<file path="src/rtl/fagr_pkg.sv">
// ----------------------------------------------------------------------------
// fagr_pkg
// Shared types and codes for the fraction arithmetic / gcd reduction block.
// ----------------------------------------------------------------------------
package fagr_pkg;

    localparam logic [1:0] OP_MUL = 2'd1;
    localparam logic [1:0] OP_DIV = 2'd2;

    localparam logic [1:0] ST_OK     = 2'd0;
    localparam logic [1:0] ST_ZDEN   = 2'd1;
    localparam logic [1:0] ST_MINVAL = 2'd2;

    // divider handshake status
    typedef struct packed {
        logic busy;
        logic done;
    } div_stat_t;

    // negate when asked, keep low 32 bits
    function automatic logic [31:0] apply_sign(input logic [63:0] mag, input logic neg);
        logic [63:0] v;
        v = neg ? (64'd0 - mag) : mag;
        return v[31:0];
    endfunction

endpackage

</file>
<file path="src/rtl/fagr_div.sv">
// ----------------------------------------------------------------------------
// fagr_div
// Restoring divider, one quotient bit per cycle; quotient and remainder.
// ----------------------------------------------------------------------------
module fagr_div #(
    parameter int WIDTH = 31
) (
    input  logic                 aclk,
    input  logic                 aresetn,
    input  logic                 start,
    input  logic [WIDTH-1:0]     dividend,
    input  logic [WIDTH-1:0]     divisor,
    output fagr_pkg::div_stat_t  stat,
    output logic [WIDTH-1:0]     quo,
    output logic [WIDTH-1:0]     rem
);
    import fagr_pkg::*;

    localparam int CW = $clog2(WIDTH + 1);

    logic [CW-1:0]    count_reg;
    logic             busy_reg;
    logic             done_reg;
    logic [WIDTH-1:0] rem_reg;
    logic [WIDTH-1:0] quo_reg;
    logic [WIDTH-1:0] dvs_reg;

    logic [WIDTH:0]   shifted;
    logic [WIDTH:0]   diff;

    assign shifted = {rem_reg, quo_reg[WIDTH-1]};
    assign diff    = shifted - {1'b0, dvs_reg};

    always_ff @(posedge aclk) begin
        if (!aresetn) begin
            busy_reg  <= 1'b0;
            done_reg  <= 1'b0;
            count_reg <= '0;
        end else begin
            done_reg <= 1'b0;
            if (start) begin
                busy_reg  <= 1'b1;
                count_reg <= CW'(WIDTH);
                rem_reg   <= '0;
                quo_reg   <= dividend;
                dvs_reg   <= divisor;
            end else if (busy_reg) begin
                // trial subtract of the divisor from the shifted remainder
                if (!diff[WIDTH]) begin
                    rem_reg <= diff[WIDTH-1:0];
                end else begin
                    rem_reg <= shifted[WIDTH-1:0];
                end
                quo_reg   <= {quo_reg[WIDTH-2:0], ~diff[WIDTH]};
                count_reg <= count_reg - 1'b1;
                if (count_reg == CW'(1)) begin
                    busy_reg <= 1'b0;
                    done_reg <= 1'b1;
                end
            end
        end
    end

    assign stat.busy = busy_reg;
    assign stat.done = done_reg;
    assign quo       = quo_reg;
    assign rem       = rem_reg;

endmodule

</file>
<file path="src/rtl/fraction_arith_gcd_reduce.sv">
// Throughput: one request at a time; the shared restoring divider (one bit a cycle) sets it.
// Reset: aresetn synchronous, active low; clears sequencer and valid flags.
// ----------------------------------------------------------------------------
// fraction_arith_gcd_reduce
// Adds, multiplies or divides two signed fractions and reduces the result by
// its gcd, using one shared multiplier and one shared iterative divider.
// ----------------------------------------------------------------------------
module fraction_arith_gcd_reduce #(
    parameter int OPERAND_WIDTH = 16
) (
    input  logic aclk,
    input  logic aresetn,
    input  logic s_tvalid,
    output logic s_tready,
    // a_num, a_den, b_num, b_den (lowest bits first), zero padded to bytes
    input  logic [((4*OPERAND_WIDTH+7)/8)*8-1:0] s_tdata,
    // req_type
    input  logic [1:0]  s_tuser,
    output logic        m_tvalid,
    input  logic        m_tready,
    // res_num, res_den (lowest bits first)
    output logic [63:0] m_tdata,
    // status
    output logic [1:0]  m_tuser
);
    import fagr_pkg::*;

    localparam int W  = OPERAND_WIDTH;
    localparam int PW = 2 * W;       // product width
    localparam int RW = 2 * W + 1;   // raw sum width
    localparam int MW = 2 * W - 1;   // magnitude width

    localparam logic [2:0] S_IDLE = 3'd0;
    localparam logic [2:0] S_MUL  = 3'd1;
    localparam logic [2:0] S_CHK  = 3'd2;
    localparam logic [2:0] S_GCD  = 3'd3;
    localparam logic [2:0] S_QN   = 3'd4;
    localparam logic [2:0] S_QD   = 3'd5;
    localparam logic [2:0] S_PUT  = 3'd6;

    logic [2:0]          state_reg;
    logic [1:0]          step_reg;
    logic [1:0]          op_reg;
    logic signed [W-1:0] an_reg, ad_reg, bn_reg, bd_reg;
    logic signed [RW-1:0] num_reg, den_reg;
    logic [MW-1:0]       mn_reg, md_reg, y_reg;
    logic                nneg_reg, dneg_reg;
    logic [31:0]         rnum_reg, rden_reg;
    logic [1:0]          rst_reg;
    logic [31:0]         qn_reg;

    logic                out_valid_reg;
    logic [63:0]         out_data_reg;
    logic [1:0]          out_user_reg;

    // input unpack
    logic [W-1:0] in_an, in_ad, in_bn, in_bd;
    logic         in_min, in_zden;
    logic [W-1:0] min_val;

    assign in_an   = s_tdata[W-1:0];
    assign in_ad   = s_tdata[2*W-1:W];
    assign in_bn   = s_tdata[3*W-1:2*W];
    assign in_bd   = s_tdata[4*W-1:3*W];
    assign min_val = {1'b1, {(W-1){1'b0}}};
    assign in_min  = (in_an == min_val) || (in_ad == min_val) ||
                     (in_bn == min_val) || (in_bd == min_val);
    assign in_zden = (in_ad == '0) || (in_bd == '0);

    logic is_add;
    assign is_add = (op_reg != OP_MUL) && (op_reg != OP_DIV);

    // shared multiplier: operands chosen by step
    logic signed [W-1:0]  mul_a, mul_b;
    logic signed [PW-1:0] prod;
    logic signed [RW-1:0] prod_x;

    always_comb begin
        unique case (step_reg)
            2'd0: begin
                mul_a = an_reg;
                mul_b = (op_reg == OP_MUL) ? bn_reg : bd_reg;
            end
            2'd1: begin
                mul_a = ad_reg;
                mul_b = (op_reg == OP_DIV) ? bn_reg : bd_reg;
            end
            default: begin
                mul_a = ad_reg;
                mul_b = bn_reg;
            end
        endcase
    end

    assign prod   = mul_a * mul_b;
    assign prod_x = {prod[PW-1], prod};

    // magnitudes of the raw result
    logic [RW-1:0] num_abs, den_abs;
    assign num_abs = num_reg[RW-1] ? (RW'(0) - num_reg) : num_reg;
    assign den_abs = den_reg[RW-1] ? (RW'(0) - den_reg) : den_reg;

    // shared divider
    div_stat_t     dstat;
    logic          div_start;
    logic [MW-1:0] div_dvd, div_dvs, div_quo, div_rem;

    fagr_div #(.WIDTH(MW)) u_div (
        .aclk     (aclk),
        .aresetn  (aresetn),
        .start    (div_start),
        .dividend (div_dvd),
        .divisor  (div_dvs),
        .stat     (dstat),
        .quo      (div_quo),
        .rem      (div_rem)
    );

    always_comb begin
        div_start = 1'b0;
        div_dvd   = md_reg;
        div_dvs   = y_reg;
        unique case (state_reg)
            S_CHK: begin
                div_start = (den_reg != '0) && (num_reg != '0);
                div_dvd   = den_abs[MW-1:0];
                div_dvs   = num_abs[MW-1:0];
            end
            S_GCD: begin
                div_start = dstat.done;
                if (div_rem != '0) begin
                    div_dvd = y_reg;
                    div_dvs = div_rem;
                end else begin
                    div_dvd = mn_reg;
                    div_dvs = y_reg;
                end
            end
            S_QN: begin
                div_start = dstat.done;
                div_dvd   = md_reg;
                div_dvs   = y_reg;
            end
            default: ;
        endcase
    end

    logic out_free;
    logic out_valid_next;
    assign out_free = !out_valid_reg || m_tready;
    assign s_tready = (state_reg == S_IDLE);

    // held result stays until taken; S_PUT only leaves once the slot is free
    assign out_valid_next = (out_valid_reg && !m_tready) || (state_reg == S_PUT);

    always_ff @(posedge aclk) begin
        if (!aresetn) begin
            state_reg     <= S_IDLE;
            step_reg      <= 2'd0;
            out_valid_reg <= 1'b0;
        end else begin
            out_valid_reg <= out_valid_next;
            unique case (state_reg)
                S_IDLE: begin
                    if (s_tvalid) begin
                        op_reg   <= s_tuser;
                        an_reg   <= in_an;
                        ad_reg   <= in_ad;
                        bn_reg   <= in_bn;
                        bd_reg   <= in_bd;
                        step_reg <= 2'd0;
                        rnum_reg <= '0;
                        rden_reg <= '0;
                        if (in_min) begin
                            rst_reg   <= ST_MINVAL;
                            state_reg <= S_PUT;
                        end else if (in_zden) begin
                            rst_reg   <= ST_ZDEN;
                            state_reg <= S_PUT;
                        end else begin
                            state_reg <= S_MUL;
                        end
                    end
                end
                S_MUL: begin
                    step_reg <= step_reg + 2'd1;
                    unique case (step_reg)
                        2'd0: num_reg <= prod_x;
                        2'd1: begin
                            den_reg <= prod_x;
                            if (!is_add) begin
                                state_reg <= S_CHK;
                            end
                        end
                        default: begin
                            num_reg   <= num_reg + prod_x;
                            state_reg <= S_CHK;
                        end
                    endcase
                end
                S_CHK: begin
                    priority if (den_reg == '0) begin
                        rnum_reg  <= '0;
                        rden_reg  <= '0;
                        rst_reg   <= ST_ZDEN;
                        state_reg <= S_PUT;
                    end else if (num_reg == '0) begin
                        rnum_reg  <= '0;
                        rden_reg  <= 32'd1;
                        rst_reg   <= ST_OK;
                        state_reg <= S_PUT;
                    end else begin
                        nneg_reg  <= num_reg[RW-1];
                        dneg_reg  <= den_reg[RW-1];
                        mn_reg    <= num_abs[MW-1:0];
                        md_reg    <= den_abs[MW-1:0];
                        y_reg     <= num_abs[MW-1:0];
                        state_reg <= S_GCD;
                    end
                end
                S_GCD: begin
                    if (dstat.done) begin
                        if (div_rem != '0) begin
                            y_reg <= div_rem;
                        end else begin
                            state_reg <= S_QN;
                        end
                    end
                end
                S_QN: begin
                    if (dstat.done) begin
                        qn_reg    <= apply_sign(64'(div_quo), nneg_reg);
                        state_reg <= S_QD;
                    end
                end
                S_QD: begin
                    if (dstat.done) begin
                        rnum_reg  <= qn_reg;
                        rden_reg  <= apply_sign(64'(div_quo), dneg_reg);
                        rst_reg   <= ST_OK;
                        state_reg <= S_PUT;
                    end
                end
                S_PUT: begin
                    if (out_free) begin
                        out_data_reg  <= {rden_reg, rnum_reg};
                        out_user_reg  <= rst_reg;
                        state_reg     <= S_IDLE;
                    end
                end
                default: state_reg <= S_IDLE;
            endcase
        end
    end

    assign m_tvalid = out_valid_reg;
    assign m_tdata  = out_data_reg;
    assign m_tuser  = out_user_reg;

`ifndef SYNTHESIS
    a_ready_div_idle: assert property (@(posedge aclk) disable iff (!aresetn)
        s_tready |-> !dstat.busy)
        else $error("request taken while divider busy");
    a_div_nonzero: assert property (@(posedge aclk) disable iff (!aresetn)
        div_start |-> div_dvs != '0)
        else $error("divider started with zero divisor");
    a_status_code: assert property (@(posedge aclk) disable iff (!aresetn)
        m_tvalid |-> (m_tuser == ST_OK || m_tuser == ST_ZDEN || m_tuser == ST_MINVAL))
        else $error("bad status code");
    a_ok_den: assert property (@(posedge aclk) disable iff (!aresetn)
        (m_tvalid && m_tuser == ST_OK) |-> m_tdata[63:32] != 32'd0)
        else $error("ok result with zero denominator");
`endif

endmodule
</file>
<file path="config.mk">
export PLATFORM = sky130hd
export DESIGN_NAME = fraction_arith_gcd_reduce
export DESIGN_NICKNAME = d
export VERILOG_FILES = /design/src/rtl/fagr_pkg.sv /design/src/rtl/fagr_div.sv /design/src/rtl/fraction_arith_gcd_reduce.sv
export SDC_FILE = /design/constraint.sdc
export NUM_CORES = 2
export LEC_CHECK = 0
export BUFFER_PORTS_ARGS = -buffer_cell sky130_fd_sc_hd__clkbuf_2
export CORE_MARGIN = 5
export CORE_UTILIZATION = 55
export CTS_CLUSTER_DIAMETER = 80
export CTS_CLUSTER_SIZE = 28
export DETAILED_ROUTE_END_ITERATION = 10
export MAX_ROUTING_LAYER = met4
export PLACE_DENSITY = 0.72
export SKIP_CTS_REPAIR_TIMING = 1
export SYNTH_ARGS = -nofsm -noshare
export SYNTH_HDL_FRONTEND = slang
export SYNTH_SLANG_ARGS = --single-unit
</file>
<file path="constraint.sdc">
create_clock -name aclk -period 10.94 [get_ports aclk]
set_input_delay 1.641 -clock aclk [delete_from_list [all_inputs] [get_ports aclk]]
set_output_delay 1.641 -clock aclk [all_outputs]
set_load 0.01 [all_outputs]
</file>
Word level (Yosys, flattened, before mapping). Index checks and enable logic that the tools add are counted.

Logic and storage cells: 168. Flip-flop bits (word level): 496. Bits of input ports: 70.

Multiply operators: 1. Reduce and logical (&&, ||, !) cells: 39. Multiplexer cells: 59. Add/subtract/negate cells: 7. Equality and inequality tests: 28. Bitwise logic cells: 6.

Operator list (count): $mux W31 (12); $mux W32 (8); $pmux W32 S3 (2); $pmux W31 S2 (3); $logic_not A33 Y1 (2); $pmux W33 S2 (1); $reduce_bool A33 Y1 (2); $eq A16 B16 Y1 const B (4); $sub A1 B31 Y31 const A (2); $mux W16 (3); $add A33 B32 Y33 (1); $mux W3 (11); $logic_not A16 Y1 (2); $mul A16 B16 Y32 (1); $pmux W16 S2 (1); $sub A1 B31 Y32 const A (1); $sub A32 B31 Y32 (1); $reduce_bool A31 Y1 (1); $pmux W3 S7 (1); $reduce_and A3 Y1 (5); $mux W2 (7); $ne A2 B2 Y1 const B (7); $mux W5 (2); $reduce_and A5 Y1 (2); 30 further kinds (58).

Longest topological paths before layout.
Depth after elaboration: 7. Gate-level depth with buffers: 39.

By module. Synthesis repeated with hierarchy kept, for this count alone.

Cells, all modules: 3324. Area total of the unflattened synthesis: 35137.4 µm².

By module, submodules not included: fraction_arith_gcd_reduce (area each 29417.0 µm², sequential area each 11831.3 µm², instances 1, cells an instance 2828); fagr_div (area each 5720.5 µm², sequential area each 2932.8 µm², instances 1, cells an instance 496).

Worst setup path after synthesis. No wires, ideal clock.

Kind: register to register. Start: reg step_reg[0]. End: reg num_reg[30], data pin. Buffers on the path: 2. Stages on the path, launching flop included: 38. Arrival time: 9.197 ns. Slack: 1.484 ns. Cell sequence: dfxtp_1 -> inv_1 -> ha_1 -> inv_1 -> o22ai_1 -> clkbuf_1 -> a22o_1 -> clkbuf_1 -> nand2_1 -> fa_1 -> inv_1 -> fa_1 -> inv_1 -> fa_1 -> inv_1 -> fa_1 -> fa_1 -> inv_1 -> (+2 left out) -> ha_1 -> a2111oi_0 -> o21ai_0 -> a21oi_1 -> nand2_1 -> a21o_1 -> a21oi_1 -> xnor2_1 -> ha_1 -> a21o_1 -> a21o_1 -> a2111oi_0 -> o22ai_1 -> a21oi_1 -> o21ai_0 -> a41oi_1 -> mux2_2 -> a211o_1.

Word-level cells in the longest chain between the ends: 5. Elaborated cells on any way between the ends: 7. Classes of those cells: 1 x add/sub; 1 x mul; 1 x eq/ne; 3 x mux; 1 x reduce/logical.

Ends and longest elaborated chain: start: declaration (RTL line fraction_arith_gcd_reduce.sv:42) `logic [1:0] step_reg;`; start signal: assignment (RTL line fraction_arith_gcd_reduce.sv:186) `step_reg <= step_reg + 2'd1;`; $eq A2 B1 Y1 or $logic_not A2 Y1 (tied branches) (RTL line fraction_arith_gcd_reduce.sv:79) `unique case (step_reg)`; $pmux W16 S2 or $mux W16 (tied branches) (RTL line fraction_arith_gcd_reduce.sv:79); $mul A16 B16 Y32 (*) (RTL line fraction_arith_gcd_reduce.sv:95) `assign prod = mul_a * mul_b;`; via prod[19] (RTL line fraction_arith_gcd_reduce.sv:75) `logic signed [PW-1:0] prod;`; $add A33 B32 Y33 (*) (RTL line fraction_arith_gcd_reduce.sv:196) `num_reg <= num_reg + prod_x;`; $pmux W33 S2 (*) (RTL line fraction_arith_gcd_reduce.sv:187) `unique case (step_reg)`; end signal: assignment (RTL line fraction_arith_gcd_reduce.sv:188) `2'd0: num_reg <= prod_x;`; end signal: assignment (RTL line fraction_arith_gcd_reduce.sv:196); end: declaration (RTL line fraction_arith_gcd_reduce.sv:45) `logic signed [RW-1:0] num_reg, den_reg;`.

The timed path passes the listed nets; every way through them passes the cells marked *. A chain may end at the register's enable or synchronous reset.

Final worst setup path.
Start: reg step_reg[1]. End: reg num_reg[30], data pin.

Same word-level chain as after synthesis.

==> summary.txt <==
Clock tree
  – H-tree depth: 1
  – Total CTS buffers: 29
  – Clk slew on worst S/H paths: 0.11 ns
  – # clock sinks: 496
  – Later-pin clock latency in the skew report: 0.65 ns
  – CTS tree: yes
  – Clock buffer depth: 3
  – CTS root buf: clkbuf_16

Global routing
  – Initial antenna violation count: 1
  – Total gr overflow: 0
  – First-pass GRT wire length: 134000 µm
  – Largest net degree at the start of global routing: 86
  – Vias in the first global route: 24000
  – GR Util All Layers: 25.4%

Worst setup path
  – CP max stage delay: 1.08 ns
  – Startpoint types: register
  – Critical path class: register to register
  – CP Data Arrival Time: 11.04 ns
  – Worst path required time: 11.32 ns
  – Worst path slowest cell: mux2i_1
  – Max Fanout on Critical Path: 35
  – Most common cell on crit path: fa_1
  – Crit path capture type: register

Logic synthesis
  – Synth top area share: 41.6%
  – Top-count cell post-synth: edfxtp_1
  – Post-synth EDFFs: 483
  – Synth cell types: 83
  – Post-synthesis register bit count: 496
  – Top cells by count, synth: 483 x edfxtp_1, 411 x inv_1, 341 x nor2_1
  – Seq/Total Area, Yosys: 42.4%
  – Mean Syn Cell Area: 10.5 µm²
  – Main synth FF type: edfxtp_1
  – Synthesized instance count: 3326
  – FFs w/ async S/R, synth: 0%
  – Largest area contributor in the netlist: edfxtp_1
  – Synth area leaders: edfxtp_1 42%, fa_1 15%, ha_1 5.6%, inv_1 4.4%, nor2_1 3.7%
  – Synth warnings: 0
  – Synthesized Nets: 3816
  – Cell Area, Synth: 34900 µm²

Drt
  – Post-Route WL: 84900 µm
  – Vias: 24500
  – Vias per inst: 5.71
  – Starting DRT DRC Count: 2056
  – Routed Antenna Nets: 0
  – Pre-antenna DRT Iters: 6
  – Avg WL per Cell: 19.8 µm
  – Residual DRC count: 0

Floorplanning
  – Die area: 68500 µm²
  – I/O pin count: 138
  – Starting Density: 55.4%
  – # rows: 92
  – Die Height: 262 µm
  – DIE WIDTH: 262 µm
  – CORE AREA: 63000 µm²

Outcome
  – Outcome: finished, final reports clean

STA
  – Fmax achieved: 93.8 MHz
  – Worst Skew: 0.0435 ns
  – Final hold vios: 0
  – Slew HR: 13.7%
  – Slew @ Worst Pin: 1.26 ns
  – Max-slew violations: 0
  – Final Cycle Share: 97.4%
  – Fin crit period: 10.66 ns
  – RSZ-0062 raised after global routing: false
  – Setup TNS: 0 ns
  – Final setup vio count: 0

Placed design
  – Buffers on Ports: 137
  – Placed wire-length estimate: 65400 µm
  – Gpl congestion: 1.05

Final layout
  – Area growth from synthesis to layout: 7.99%
  – Share of layout cells above drive strength 1: 8.52%
  – Max reg flops: 64
  – Filler cell count: 5297
  – Layout net count: 3907

Worst hold path
  – Hold Crit Class: register to register

Run
  – Max-Cap Viols: 0
-- worst max-delay path: cells and delay by family, from the launching register on --
kind	cells	cell delay, ns
flops	1	0.33
xor+xnor	1	0.24
compound gates	13	3.41
simple gates	2	0.31
buf+inv	6	0.71
mux	2	1.43
fa+ha+maj	9	3.92
-- layout make-up --
class,instances,area [µm²],share of cell area (%)
well taps,846,1060,2.81
inverters,413,1550,4.12
repair buffers,190,1080,2.88
flip-flops and latches,496,14800,39.2
clock buffers,36,762,2.02
clock inverters,18,299,0.794
multi-input cells,2287,18100,48.1
diodes,1,2.50,0.00665
-- per-layer routing --
| layer | part of all wire, % | vias up | GRT usage, % |
|---|---|---|---|
| li1 | - | 11700 | - |
| met1 | 42 | 11700 | 33.8 |
| met2 | 48 | 930 | 42.0 |
| met3 | 5.7 | 170 | 2.24 |
| met4 | 4.0 | 0 | 8.12 |
| met5 | 0 | - | - |
-- cell families after synthesis --
kind of cell / synth area share, %
AOI/OAI and AO/OA: 12.3
xor gates and xnor gates: 4.87
adders and majority gates: 20.8
buffers and inverters: 5.91
DFF: 42.4
muxes: 1.88
and+or+nand+nor: 11.9
-- cells in the final DEF, fill, tap and decap left out, types with 11 or more instances in the layout --
cell / instances
nor2b_1: 15
a211oi_1: 40
nor4_1: 25
or3_1: 24
edfxtp_1: 483
fa_1: 264
a22o_1: 14
a221oi_1: 25
nand4_1: 15
a21o_1: 33
o31ai_1: 29
a311oi_1: 12
and2_1: 42
or4_1: 12
nand2b_1: 19
nand2_1: 336
nand3_1: 28
xor2_1: 73
o21a_1: 16
ha_1: 155
mux2i_1: 43
a21oi_1: 225
xnor2_1: 121
o21ai_0: 125
a31oi_1: 12
clkbuf_16: 29
dfxtp_1: 12
a22oi_1: 16
inv_1: 411
clkbuf_2: 137
o41ai_1: 11
buf_4: 53
mux2_2: 14
nor2_1: 334
o22ai_1: 42
nor3_1: 32
-- path summary, 6_finish.rpt --
| check | slack (ns) | cells past startpoint | start | end |
|---|---|---|---|---|
| min | 0.40 | 0 | rnum_reg[23] | m_tdata[23] |
| max | 0.28 | 33 | step_reg[1] | num_reg[30] |
| min reg2reg | 0.40 | 0 | rnum_reg[23] | m_tdata[23] |
| max reg2reg | 0.28 | 33 | step_reg[1] | num_reg[30] |
-- stage by stage --
stage	hold WS [ns]	cells	utilization [%]	instance area, µm²	setup slack [ns]
global route	0.421	4287	59.8	37600	0.0197
finish	0.402	4287	59.8	37600	0.282
CTS	0.407	4285	59.8	37600	0.356
floorplan	0.400	3326	-	34900	1.48
global placement	0.401	4231	58.1	36600	0.461
detailed placement	0.405	4231	58.1	36600	0.416
Power is not shown: default switching activity piles up to over one toggle a cycle in this logic, so the estimate is an artifact.
